===== src/rtl/core/tfc_pkg.sv =====
package tfc_pkg;

  // Frame layout
  localparam int unsigned HeaderLen  = 3;
  localparam int unsigned PayloadLen = 14;
  localparam int unsigned FrameLen   = HeaderLen + PayloadLen + 1;
  localparam int unsigned IdxW       = 5;
  localparam int unsigned PayloadW   = 8 * PayloadLen;

  localparam logic [7:0] LENGTH_BYTE = 8'(PayloadLen);

  // Reset values of the configuration registers
  localparam logic [7:0] START_BYTE_RST = 8'hA5;
  localparam logic [7:0] VERSION_RST    = 8'h01;
  localparam logic [1:0] CONN_CODE_RST  = 2'd2;

  // Configuration register indexes
  typedef enum logic [1:0] {
    CFG_START_BYTE = 2'd0,
    CFG_VERSION    = 2'd1,
    CFG_CONN_CODE  = 2'd2
  } cfg_idx_t;

  // Input request kind (carried in tuser)
  typedef enum logic {
    OP_BYTE = 1'b0,
    OP_LINK = 1'b1
  } op_t;

  // Result kind (carried in tuser)
  typedef enum logic [1:0] {
    OUT_OK      = 2'd0,
    OUT_BAD_LEN = 2'd1,
    OUT_BAD_SUM = 2'd2,
    OUT_LINK    = 2'd3
  } outcome_t;

  // Event handed to the status keeper for one accepted request
  typedef enum logic [2:0] {
    EV_NONE,
    EV_OK,
    EV_BAD_LEN,
    EV_BAD_SUM,
    EV_LINK
  } event_t;

  // Verdict of the frame tracker for the current byte
  typedef struct packed {
    logic frame_end;
    logic bad_len;
    logic bad_sum;
  } verdict_t;

  // One result as it leaves the status keeper
  typedef struct packed {
    outcome_t              outcome;
    logic [31:0]           count;
    logic                  valid;
    logic [1:0]            link;
    logic [PayloadW-1:0]   payload;
  } result_t;

endpackage


===== src/rtl/core/tfc_status.sv =====
module tfc_status (
  input  logic                          clk,
  input  logic                          rst_n,
  input  tfc_pkg::event_t               ev,
  input  logic [1:0]                    new_link_state,
  input  logic [1:0]                    connected_code,
  input  logic [tfc_pkg::PayloadW-1:0]  capture,
  output tfc_pkg::result_t              result
);
  import tfc_pkg::*;

  logic [PayloadW-1:0] stored_r, stored_nxt;
  logic                valid_r, valid_nxt;
  logic [1:0]          link_r, link_nxt;
  logic [31:0]         cnt_ok_r, cnt_ok_nxt;
  logic [31:0]         cnt_len_r, cnt_len_nxt;
  logic [31:0]         cnt_sum_r, cnt_sum_nxt;

  // Status update and the result that reports it
  always_comb begin
    stored_nxt     = stored_r;
    valid_nxt      = valid_r;
    link_nxt       = link_r;
    cnt_ok_nxt     = cnt_ok_r;
    cnt_len_nxt    = cnt_len_r;
    cnt_sum_nxt    = cnt_sum_r;
    result.outcome = OUT_LINK;
    result.count   = '0;
    case (ev)
      EV_LINK: begin
        link_nxt = new_link_state;
        if (new_link_state != connected_code) valid_nxt = 1'b0;
      end
      EV_BAD_LEN: begin
        cnt_len_nxt    = cnt_len_r + 32'd1;
        result.outcome = OUT_BAD_LEN;
        result.count   = cnt_len_nxt;
      end
      EV_BAD_SUM: begin
        cnt_sum_nxt    = cnt_sum_r + 32'd1;
        result.outcome = OUT_BAD_SUM;
        result.count   = cnt_sum_nxt;
      end
      EV_OK: begin
        stored_nxt     = capture;
        valid_nxt      = 1'b1;
        link_nxt       = connected_code;
        cnt_ok_nxt     = cnt_ok_r + 32'd1;
        result.outcome = OUT_OK;
        result.count   = cnt_ok_nxt;
      end
      default: ;
    endcase
    result.valid   = valid_nxt;
    result.link    = link_nxt;
    result.payload = stored_nxt;
  end

  always_ff @(posedge clk) begin
    if (!rst_n) begin
      stored_r  <= '0;
      valid_r   <= 1'b0;
      link_r    <= '0;
      cnt_ok_r  <= '0;
      cnt_len_r <= '0;
      cnt_sum_r <= '0;
    end else begin
      stored_r  <= stored_nxt;
      valid_r   <= valid_nxt;
      link_r    <= link_nxt;
      cnt_ok_r  <= cnt_ok_nxt;
      cnt_len_r <= cnt_len_nxt;
      cnt_sum_r <= cnt_sum_nxt;
    end
  end

endmodule

===== config.mk =====
export PLATFORM = sky130hd
export DESIGN_NAME = tfc_status
export DESIGN_NICKNAME = d
export VERILOG_FILES = /design/src/rtl/core/tfc_pkg.sv /design/src/rtl/core/tfc_status.sv
export SDC_FILE = /design/constraint.sdc
export NUM_CORES = 1
export LEC_CHECK = 0
export ABC_CLOCK_PERIOD_IN_PS = 3500
export BUFFER_PORTS_ARGS = -buffer_cell sky130_fd_sc_hd__buf_2
export CAP_MARGIN = 20
export CORE_AREA = 3 3 159 161
export DETAILED_ROUTE_END_ITERATION = 16
export DIE_AREA = 0 0 162 164
export PLACE_DENSITY_LB_ADDON = 0.2
export SYNTH_ARGS = -nofsm -noshare
export SYNTH_HDL_FRONTEND = slang
export SYNTH_SLANG_ARGS = --single-unit

===== constraint.sdc =====
create_clock -name clk -period 3.5 [get_ports clk]
set_input_delay 0.525 -clock clk [delete_from_list [all_inputs] [get_ports clk]]
set_output_delay 0.525 -clock clk [all_outputs]
set_load 0.1 [all_outputs]

==> qor.csv, run 1 <==
stage,metric,value,unit
run_status,run_status,"complete, no violations",
synth,syn_area,10970,µm²
clock_network,cts_buffers,25,
drt,dr_wl_met2,16.18,mm
placed_design,place_ws,0.4312,ns
clock_network,path_clk_slew,0.06,ns
die,initial_core_util,45.50,%
drt,route.antenna.remaining_nets,0,
setup_path,slowest_delay,0.60,ns
synth,synth.ff_latch_count,211,
grt,grt_max_degree,88,
cells_and_area,nets,1818,
drt,wl_per_cell,16.17,µm
synth,ys_seq_area_share,38.51,%
clock_network,worstSkewPairLatency,0.53,ns
placed_design,post_dp_cell_area,13410,µm²
setup_path,crit_type,register to output pin,
timing,drv_slew,0,
drt,met1_length,13.70,mm
synth,synth-edff-count,0,
clock_network,htree_num_levels,1,
setup_path,cp.required,2.97,ns
synth,synth.avg_cell_area,7.366,µm²
clock_network,cts_tree,done,
clock_network,clockBufferDepth,3,
drt,routed_wl,32.93,mm
clock_network,cts-root-buf,clkbuf_16,
grt,grt_pass1_vias,9869,
timing,fmax,289.9,MHz
power_and_ir_drop,p_clk_share,42.8,%
run,max_cap_viol_count,0,
synth,synth_flop_cell,dfxtp_1,
synth,synthXorXnorAreaFrac,10.70,%
grt,grt_first_pass_wirelength,51.02,mm
cells_and_area,fin_cells,2036,
power_and_ir_drop,seqPwrFrac,39.9,%
power_and_ir_drop,p_sw,1855,µW
synth,synth_top_family_by_area,simple AND/OR/NAND/NOR gates,
timing,setup_viol,0,
synth,ys.warnings.count,0,
grt,grt_usage,23.27,%
synth,ys_async_sr_fraction,0,%
setup_path,crit_path_cell_trace,ha_4 -> nand4_4 -> or4_4 -> buf_12 -> nor4_4 -> mux2i_1 -> o211ai_1 -> clkbuf_16,
grt,antenna_found_initial,1,
cells_and_area,final-seq-area,4229,µm²
setup_path,reg2reg_depth,7,
min_path,hold_path_class,input port to register,
setup_path,r2r_start,cnt_len_r[0],
power_and_ir_drop,switching_share,30.05,%
timing,finalCritPeriodShare,98.56,%
die,core,24110,µm²
min_path,hold_start,capture[11],
drt,drt-initial-drc-count,851,
cells_and_area,final_cell_area,14360,µm²
cells_and_area,syn_to_final_growth,30.96,%
grt,grt-ovfl-total,0,
timing,setup_slack,0.05031,ns
die,die_w,162,µm
die,std_cell_rows,57,
timing,hold_violations,0,
power_and_ir_drop,total_power,6173,µW
timing,worst_slew_pin_slew,0.7282,ns
synth,synth-simple-area-share,31.69,%
drt,routed-wl-met3,1.741,mm
placed_design,dp.cells,1991,
min_path,hold_end,stored_r[11],
timing,period_needed,3.450,ns
setup_path,end_kind,output pin,
power_and_ir_drop,p_int,4318,µW
drt,num_vias,11020,
power_and_ir_drop,p_leak,0.005943,µW
drt,drc,0,
synth,yosys.area_share.adder,0.3422,%
setup_path,critPathArrivalTime,2.92,ns
synth,synth_nets,1613,
synth,synthMuxAreaShare,0.8328,%
setup_path,reg2reg_to,cnt_len_r[28],
synth,synth_cells,1489,
timing,relSlewSlack,51.00,%
timing,skew,0.007715,ns
min_path,holdPathStages,3,
placed_design,dp_hpwl,23.24,mm
placed_design,io_buffers,269,
die,die_area,26570,µm²
die,fp.dieH,164,µm
clock_network,clkSinkCount,211,
synth,synth-compound-area-share,13.52,%
setup_path,cpMaxStageDelayCell,or4_4,
power_and_ir_drop,p_per_area,429.7,nW/µm²
setup_path,r2r_setup_slack,1.13,ns
placed_design,gp_congestion,0.8899,
setup_path,cp_max_fo,24,
cells_and_area,nFillCells,2262,
cells_and_area,drive_gt1_share,22.09,%
die,io_pins,270,
cells_and_area,multi_input_area,6404,µm²
drt,viasPerCell,5.411,
power_and_ir_drop,ir_worst_vdd,0.4725,mV
drt,firstDrtPassIters,5,
setup_path,start_kind,register,
drt,top_layer,met4,
synth,ys_types,63,
power_and_ir_drop,power_frac_comb,17.3,%
==> critical path: cells and delay by family, from the launching register on <==
kind / cells / cell delay, ns
compound gates: 1 / 0.15
fa+ha+maj: 1 / 0.17
buf+inv: 2 / 0.42
flops: 1 / 0.38
mux: 1 / 0.25
simple gates: 3 / 1.00
==> layout by cell type, fill, tap and decap left out, types with 8 or more instances in the layout <==
cell type	n
nand4_1	37
and2_1	21
or3_1	19
inv_1	9
and4_1	10
a21oi_1	143
buf_2	211
o31a_1	11
nand2_1	399
nor4_1	37
dfxtp_1	209
o211ai_1	12
nor3_1	36
mux2i_1	8
clkbuf_16	27
o21ai_0	35
nor2_1	105
xor2_1	57
buf_4	14
nand3_1	38
buf_12	60
xnor2_1	77
==> through the flow <==
stage	hold slack, ns	utilization, %	setup TNS [ns]
after floorplan	0.4443	-	-2.183
after global placement	0.4494	55.63	0
after detailed placement	0.4556	55.63	0
after CTS	0.2277	59.21	0
after global routing	0.2370	59.59	-0.1185
final	0.2527	59.59	0
==> cells by family (layout without fill, tap and decap cells) <==
logic type	count (synthesis)	after routing
buffers and inverters	123	345
adders and majority gates	3	3
AOI/OAI and AO/OA	253	253
DFF	211	211
and+or+nand+nor	756	756
muxes	9	9
other	0	1
xor gates and xnor gates	134	134
==> routing by layer <==
metal | track usage [%] | up-vias
met1 | 29.73 | 5092
met5 | 0 | -
met2 | 39.87 | 367
met4 | 8.802 | 0
met3 | 3.480 | 73
li1 | - | 5484
==> final cells by class <==
class	count	area share, %
clock inverter	5	0.6272
clock buffer	39	5.209
timing repair buffer	291	17.00
inverter	10	0.2962
sequential	211	29.44
tap	324	2.822
multi-input combinational	1155	44.58
antenna	1	0.01742
==> flip-flops by register name, summed over array words and instances, names as in the netlist <==
register and flops:
cnt_ok_r 32, cnt_len_r 32, stored_r 112, valid_r 1
cnt_sum_r 32, link_r 2
==> cells in the mapped netlist, drive strengths merged, types with 3 or more instances <==
cell type	n	area share (%)
xor2	57	4.6
nand2b	4	0.23
o221ai	7	0.56
or2	5	0.29
a22oi	7	0.48
o21a	3	0.21
o31a	13	1.1
inv	10	0.34
o311a	3	0.27
or3	21	1.2
o31ai	3	0.21
a21oi	143	6.5
o211ai	12	0.82
nor3	38	1.8
xnor2	77	6.1
mux2i	8	0.73
and4	11	0.88
dfxtp	211	39
nand4	38	2.2
and2	21	1.2
nand2	400	14
clkbuf	100	3.4
and3	10	0.58
nor4	45	2.9
o221a	3	0.31
ha	3	0.34
nand3	41	1.9
nor2	106	3.7
nor2b	3	0.17
buf	13	0.63
o21ai	44	2.0
or4	6	0.44
==> power groups by stage <==
stage | sequential (µW) | clock [µW] | combinational [µW]
after floorplan | 2510 | 0 | 761
after global routing | 2470 | 2830 | 1110
after global placement | 2510 | 0 | 1060
after detailed placement | 2520 | 0 | 1070
final | 2460 | 2640 | 1070
after CTS | 2460 | 2710 | 1070
==> timing repair <==
action,4_1_cts,5_1_grt
pin swaps,0,1
setup endpoints to repair,10,17
hold buffers,0,0
buffers inserted,0,0
gates resized for setup,5,28
==> worst max-delay path by stage <==
stage	from	end	slack, ns
final	cnt_sum_r[0]	result[145]	0.05
after global routing	cnt_sum_r[0]	result[145]	-0.10
after CTS	cnt_sum_r[1]	result[145]	0.009
after detailed placement	cnt_sum_r[0]	result[143]	0.43
after global placement	cnt_sum_r[0]	result[143]	0.46
after floorplan	ev[1]	result[122]	-0.64
Power figures use the tool's default switching activity.
==> inputs of run 2 (changes only) <==
--- a/config.mk
+++ b/config.mk
@@ -5,12 +5,13 @@
 export SDC_FILE = /design/constraint.sdc
 export NUM_CORES = 1
 export LEC_CHECK = 0
-export ABC_CLOCK_PERIOD_IN_PS = 3500
+export ABC_CLOCK_PERIOD_IN_PS = 3300
 export BUFFER_PORTS_ARGS = -buffer_cell sky130_fd_sc_hd__buf_2
 export CAP_MARGIN = 20
 export CORE_AREA = 3 3 159 161
 export DETAILED_ROUTE_END_ITERATION = 16
 export DIE_AREA = 0 0 162 164
+export GPL_TIMING_DRIVEN = 1
 export PLACE_DENSITY_LB_ADDON = 0.2
 export SYNTH_ARGS = -nofsm -noshare
 export SYNTH_HDL_FRONTEND = slang
==> constraint.sdc (replaced) <==
create_clock -name clk -period 3.3 [get_ports clk]
set_input_delay 0.495 -clock clk [delete_from_list [all_inputs] [get_ports clk]]
set_output_delay 0.495 -clock clk [all_outputs]
set_load 0.1 [all_outputs]
==> qor.csv, run 2 (synthesized netlist as in run 1, its figures left out) <==
stage,metric,value,unit
die,std_cell_rows,57,
power_and_ir_drop,total_power,6396,µW
power_and_ir_drop,p_leak,0.006181,µW
cells_and_area,final_common_cell,nand2_1,
clock_network,worstSkewPairLatency,0.53,ns
setup_path,end_kind,output pin,
clock_network,path_clk_slew,0.06,ns
grt,grt_pass1_vias,10190,
placed_design,post_dp_cell_area,14560,µm²
timing,setup_viol,0,
grt,antenna_found_initial,0,
drt,viasPerCell,5.467,
timing,fmax,309.4,MHz
timing,skew,0.01413,ns
cells_and_area,top_register,stored_r,
min_path,holdPathStages,3,
drt,firstDrtPassIters,5,
placed_design,gp_congestion,0.9094,
cells_and_area,syn_to_final_growth,41.33,%
placed_design,dp_hpwl,23.87,mm
grt,grt-ovfl-total,0,
placed_design,place_ws,0.2832,ns
placed_design,io_buffers,269,
cells_and_area,drive_gt1_share,24.37,%
power_and_ir_drop,p_per_area,412.6,nW/µm²
timing,setup_slack,0.06802,ns
cells_and_area,nets,1827,
drt,num_vias,11180,
grt,grt_usage,23.93,%
grt,grt_first_pass_wirelength,52.56,mm
drt,drt-initial-drc-count,888,
setup_path,critPathArrivalTime,2.74,ns
clock_network,ctsHoldBuffers,0,
run,max_cap_viol_count,0,
timing,worst_slew_pin_slew,0.6507,ns
min_path,hold_end,stored_r[38],
setup_path,r2r_setup_slack,1.09,ns
setup_path,cp_max_fo,6,
timing,hold_violations,0,
min_path,hold_path_class,input port to register,
setup_path,cp.required,2.80,ns
timing,rsz0062_at_grt,true,
die,fp.dieH,164,µm
power_and_ir_drop,ir_worst_vdd,0.3959,mV
die,io_pins,270,
die,initial_core_util,45.50,%
clock_network,clkSinkCount,211,
drt,wl_per_cell,16.47,µm
setup_path,start_kind,register,
cells_and_area,final_cell_area,15500,µm²
setup_path,reg2reg_depth,5,
clock_network,clockBufferDepth,3,
die,core,24110,µm²
die,die_w,162,µm
drt,route.antenna.remaining_nets,0,
timing,finalCritPeriodShare,97.94,%
min_path,hold_start,capture[38],
clock_network,cts-root-buf,clkbuf_16,
timing,period_needed,3.232,ns
clock_network,htree_num_levels,1,
timing,drv_slew,0,
run_status,run_status,"complete, no violations",
setup_path,crit_type,register to output pin,
drt,routed_wl,33.67,mm
timing,relSlewSlack,56.62,%
setup_path,r2r_start,cnt_ok_r[21],
setup_path,reg2reg_to,cnt_ok_r[29],
cells_and_area,largest_reg_flops,112,
drt,drc,0,
clock_network,cts_tree,done,
die,die_area,26570,µm²
clock_network,cts_buffers,24,
grt,grt_max_degree,82,
cells_and_area,final_cell_mix,"399 x nand2_1, 197 x dfxtp_1, 142 x a21oi_1",
## run 2: cell count changes in the layout (fill, tap and decap cells not counted), sizes merged
cell,delta
buf,+12
clkbuf,-5
clkinv,+4
bufinv,-2
diode,+1
inv,-1
## run 2: worst max-delay path, stage by stage (launching register included)
cell and delay (ns):
dfxtp_1 0.47, nand4_1 0.30, nor4_1 0.36, buf_4 0.19, nand3_1 0.09, xor2_1 0.19
o221ai_2 0.24, clkbuf_4 0.38
## run 2: area by class of cell
type                            instances  area (µm²)
Clock inverter                          6       41.29
Sequential cell                       211        4244
Fill cell                            2056        8605
Tap cell                              324       405.4
Antenna cell                            2       5.005
Inverter                               10       42.54
Multi-Input combinational cell       1155        6520
Timing Repair Buffer                  301        3547
Clock buffer                           36       695.7
## run 2: where the power goes
part	leakage, µW	switching, µW	internal [µW]
logic	0.00410	884	392
clock network	0.000366	1050	1450
registers	0.00172	17.7	2600
total	0.00618	1960	4440
## run 2: worst max-delay path by stage
| stage | from | endpoint | slack, ns | cells past startpoint |
|---|---|---|---|---|
| floorplan | ev[0] | result[121] | -0.65 | 5 |
| global placement | cnt_sum_r[0] | result[143] | 0.33 | 8 |
| detailed placement | cnt_sum_r[0] | result[145] | 0.28 | 8 |
| CTS | cnt_len_r[1] | result[141] | 0.01 | 7 |
| global route | cnt_len_r[0] | result[141] | -0.006 | 7 |
| finish | cnt_len_r[6] | result[128] | 0.07 | 7 |
## run 2: layer usage
layer  wire length (µm)  global-route usage [%]  up-vias
met5                  0                       0        -
li1                   -                       -     5515
met3               2546                   4.161       77
met1              13800                   31.35     5165
met4               1334                   9.849        0
met2              15990                   39.21      422
## run 2: per-stage QoR
stage / instances / setup TNS [ns] / utilization [%] / hold slack, ns
after global placement: 1995 / 0 / 60.40 / 0.4499
after detailed placement: 1995 / 0 / 60.40 / 0.4555
final: 2045 / 0 / 64.31 / 0.2245
after CTS: 2040 / 0 / 63.85 / 0.2025
after global routing: 2043 / -0.01193 / 64.28 / 0.2123
after floorplan: 1489 / -2.005 / - / 0.4443
## run 2: what timing repair did
item | CTS | global route
gates resized for setup | 23 | 29
gates cloned | 0 | 0
pin swaps | 4 | 2
buffers inserted | 3 | 3
endpoints found under the setup margin | 17 | 16
==> inputs of run 3 (changes only) <==
--- a/config.mk
+++ b/config.mk
@@ -9,6 +9,7 @@
 export BUFFER_PORTS_ARGS = -buffer_cell sky130_fd_sc_hd__buf_2
 export CAP_MARGIN = 20
 export CORE_AREA = 3 3 159 161
+export CTS_BUF_LIST = sky130_fd_sc_hd__clkbuf_8
 export DETAILED_ROUTE_END_ITERATION = 16
 export DIE_AREA = 0 0 162 164
 export GPL_TIMING_DRIVEN = 1
==> qor.csv, run 3 (synthesized netlist as in run 1, its figures left out) <==
stage,metric,value,unit
clock_network,htree_num_levels,2,
run,max_cap_viol_count,0,
placed_design,gp_congestion,0.9094,
die,fp.dieH,164,µm
placed_design,dp.cells,1995,
clock_network,cts_buffers,38,
cells_and_area,final_core_util,64.41,%
die,die_area,26570,µm²
cells_and_area,largest_reg_flops,112,
cells_and_area,top_register,stored_r,
timing,worst_slew_pin_slew,0.6383,ns
setup_path,critPathArrivalTime,2.72,ns
cells_and_area,nets,1840,
die,core,24110,µm²
timing,relSlewSlack,57.45,%
power_and_ir_drop,p_per_area,405.2,nW/µm²
grt,grt_first_pass_wirelength,52.78,mm
clock_network,cts_tree,done,
cells_and_area,syn_to_final_growth,41.57,%
setup_path,cp.buffers_inverters,3,
clock_network,clockBufferDepth,3,
min_path,hold_path_class,input port to register,
clock_network,worstSkewPairLatency,0.54,ns
cells_and_area,final_cell_area,15530,µm²
timing,period_needed,3.217,ns
drt,firstDrtPassIters,5,
timing,holdWs,0.2210,ns
die,std_cell_rows,57,
die,die_w,162,µm
setup_path,crit_type,register to output pin,
drt,viasPerCell,5.431,
grt,grt_max_degree,82,
placed_design,dp_hpwl,23.87,mm
setup_path,cp_max_fo,8,
setup_path,cp_top_family,compound AO/OA/AOI/OAI gates,
drt,routed_wl,33.58,mm
power_and_ir_drop,p_leak,0.006259,µW
grt,antenna_found_initial,0,
setup_path,cp_common_cell,buf_4,
die,io_pins,270,
drt,drt-initial-drc-count,912,
timing,setup_viol,0,
placed_design,post_dp_cell_area,14560,µm²
run_status,run_status,"complete, no violations",
cells_and_area,final_cell_mix,"399 x nand2_1, 195 x dfxtp_1, 141 x a21oi_1",
clock_network,path_clk_slew,0.06,ns
setup_path,cpMaxStageDelayCell,dfxtp_1,
cells_and_area,final_common_cell,nand2_1,
timing,fmax,310.9,MHz
drt,num_vias,11220,
setup_path,start_kind,register,
setup_path,end_kind,output pin,
grt,grt_pass1_vias,10220,
clock_network,ctsHoldBuffers,0,
timing,drv_slew,0,
power_and_ir_drop,ir_worst_vdd,0.3595,mV
power_and_ir_drop,total_power,6292,µW
setup_path,cp.required,2.80,ns
setup_path,crit_path_cell_trace,nand4_1 -> nor4_4 -> buf_4 -> buf_4 -> a31oi_1 -> a41oi_1 -> o221ai_2 -> buf_12,
drt,drc,0,
die,initial_core_util,45.50,%
grt,grt-ovfl-total,0,
grt,grt_usage,24.08,%
timing,finalCritPeriodShare,97.47,%
drt,route.antenna.remaining_nets,0,
placed_design,io_buffers,269,
cells_and_area,drive_gt1_share,25.27,%
cells_and_area,nFillCells,2087,
timing,skew,0.02632,ns
timing,hold_violations,0,
clock_network,cts-root-buf,clkbuf_8,
drt,wl_per_cell,16.25,µm
setup_path,slowest_delay,0.48,ns
clock_network,clkSinkCount,211,
cells_and_area,fin_cells,2066,
-- run 3: final timing paths --
kind	to	start	slack, ns	depth (start not counted)
worst min-delay path	stored_r[4]	capture[4]	0.22	3
worst max register to register	cnt_ok_r[29]	cnt_ok_r[21]	1.09	5
worst max-delay path	result[144]	cnt_len_r[3]	0.08	8
worst min register to register	stored_r[27]	stored_r[27]	0.46	2
-- run 3: layout make-up --
class	count	area, µm²	share of cell area [%]
inverter	10	42.54	0.2740
tap	324	405.4	2.611
antenna	1	2.502	0.01612
sequential	211	4249	27.37
clock inverter	16	73.82	0.4754
timing repair buffer	300	3540	22.80
clock buffer	49	674.4	4.343
multi-input combinational	1155	6540	42.12
-- run 3: stage by stage --
step           setup WS, ns  setup TNS (ns)
2_1_floorplan       -0.6482          -2.005
3_3_place_gp         0.3287               0
3_5_place_dp         0.2832               0
4_1_cts            0.007715               0
5_1_grt            -0.03111        -0.05842
6_report            0.08335               0
-- run 3: routing by layer --
layer,vias up,wire length (µm),track usage [%]
met5,-,0,0
met4,0,1233,9.539
met3,80,2445,5.095
met2,420,15930,39.24
met1,5179,13970,31.31
li1,5542,-,-
-- run 3: report_power, final --
| part | internal [µW] | switching [µW] |
|---|---|---|
| logic | 392 | 883 |
| clock network | 1330 | 1070 |
| registers | 2600 | 17.8 |
-- run 3: tightest hold or removal path: stages --
cell	delay, ns
buf_2	0.09
nand2_1	0.06
a21oi_1	0.06
-- run 3: timing repair --
item	in CTS	in global routing
buffers inserted	2	3
pin swaps	3	4
resized for setup	25	34
endpoints found under the hold margin	0	0
setup endpoints to repair	17	16
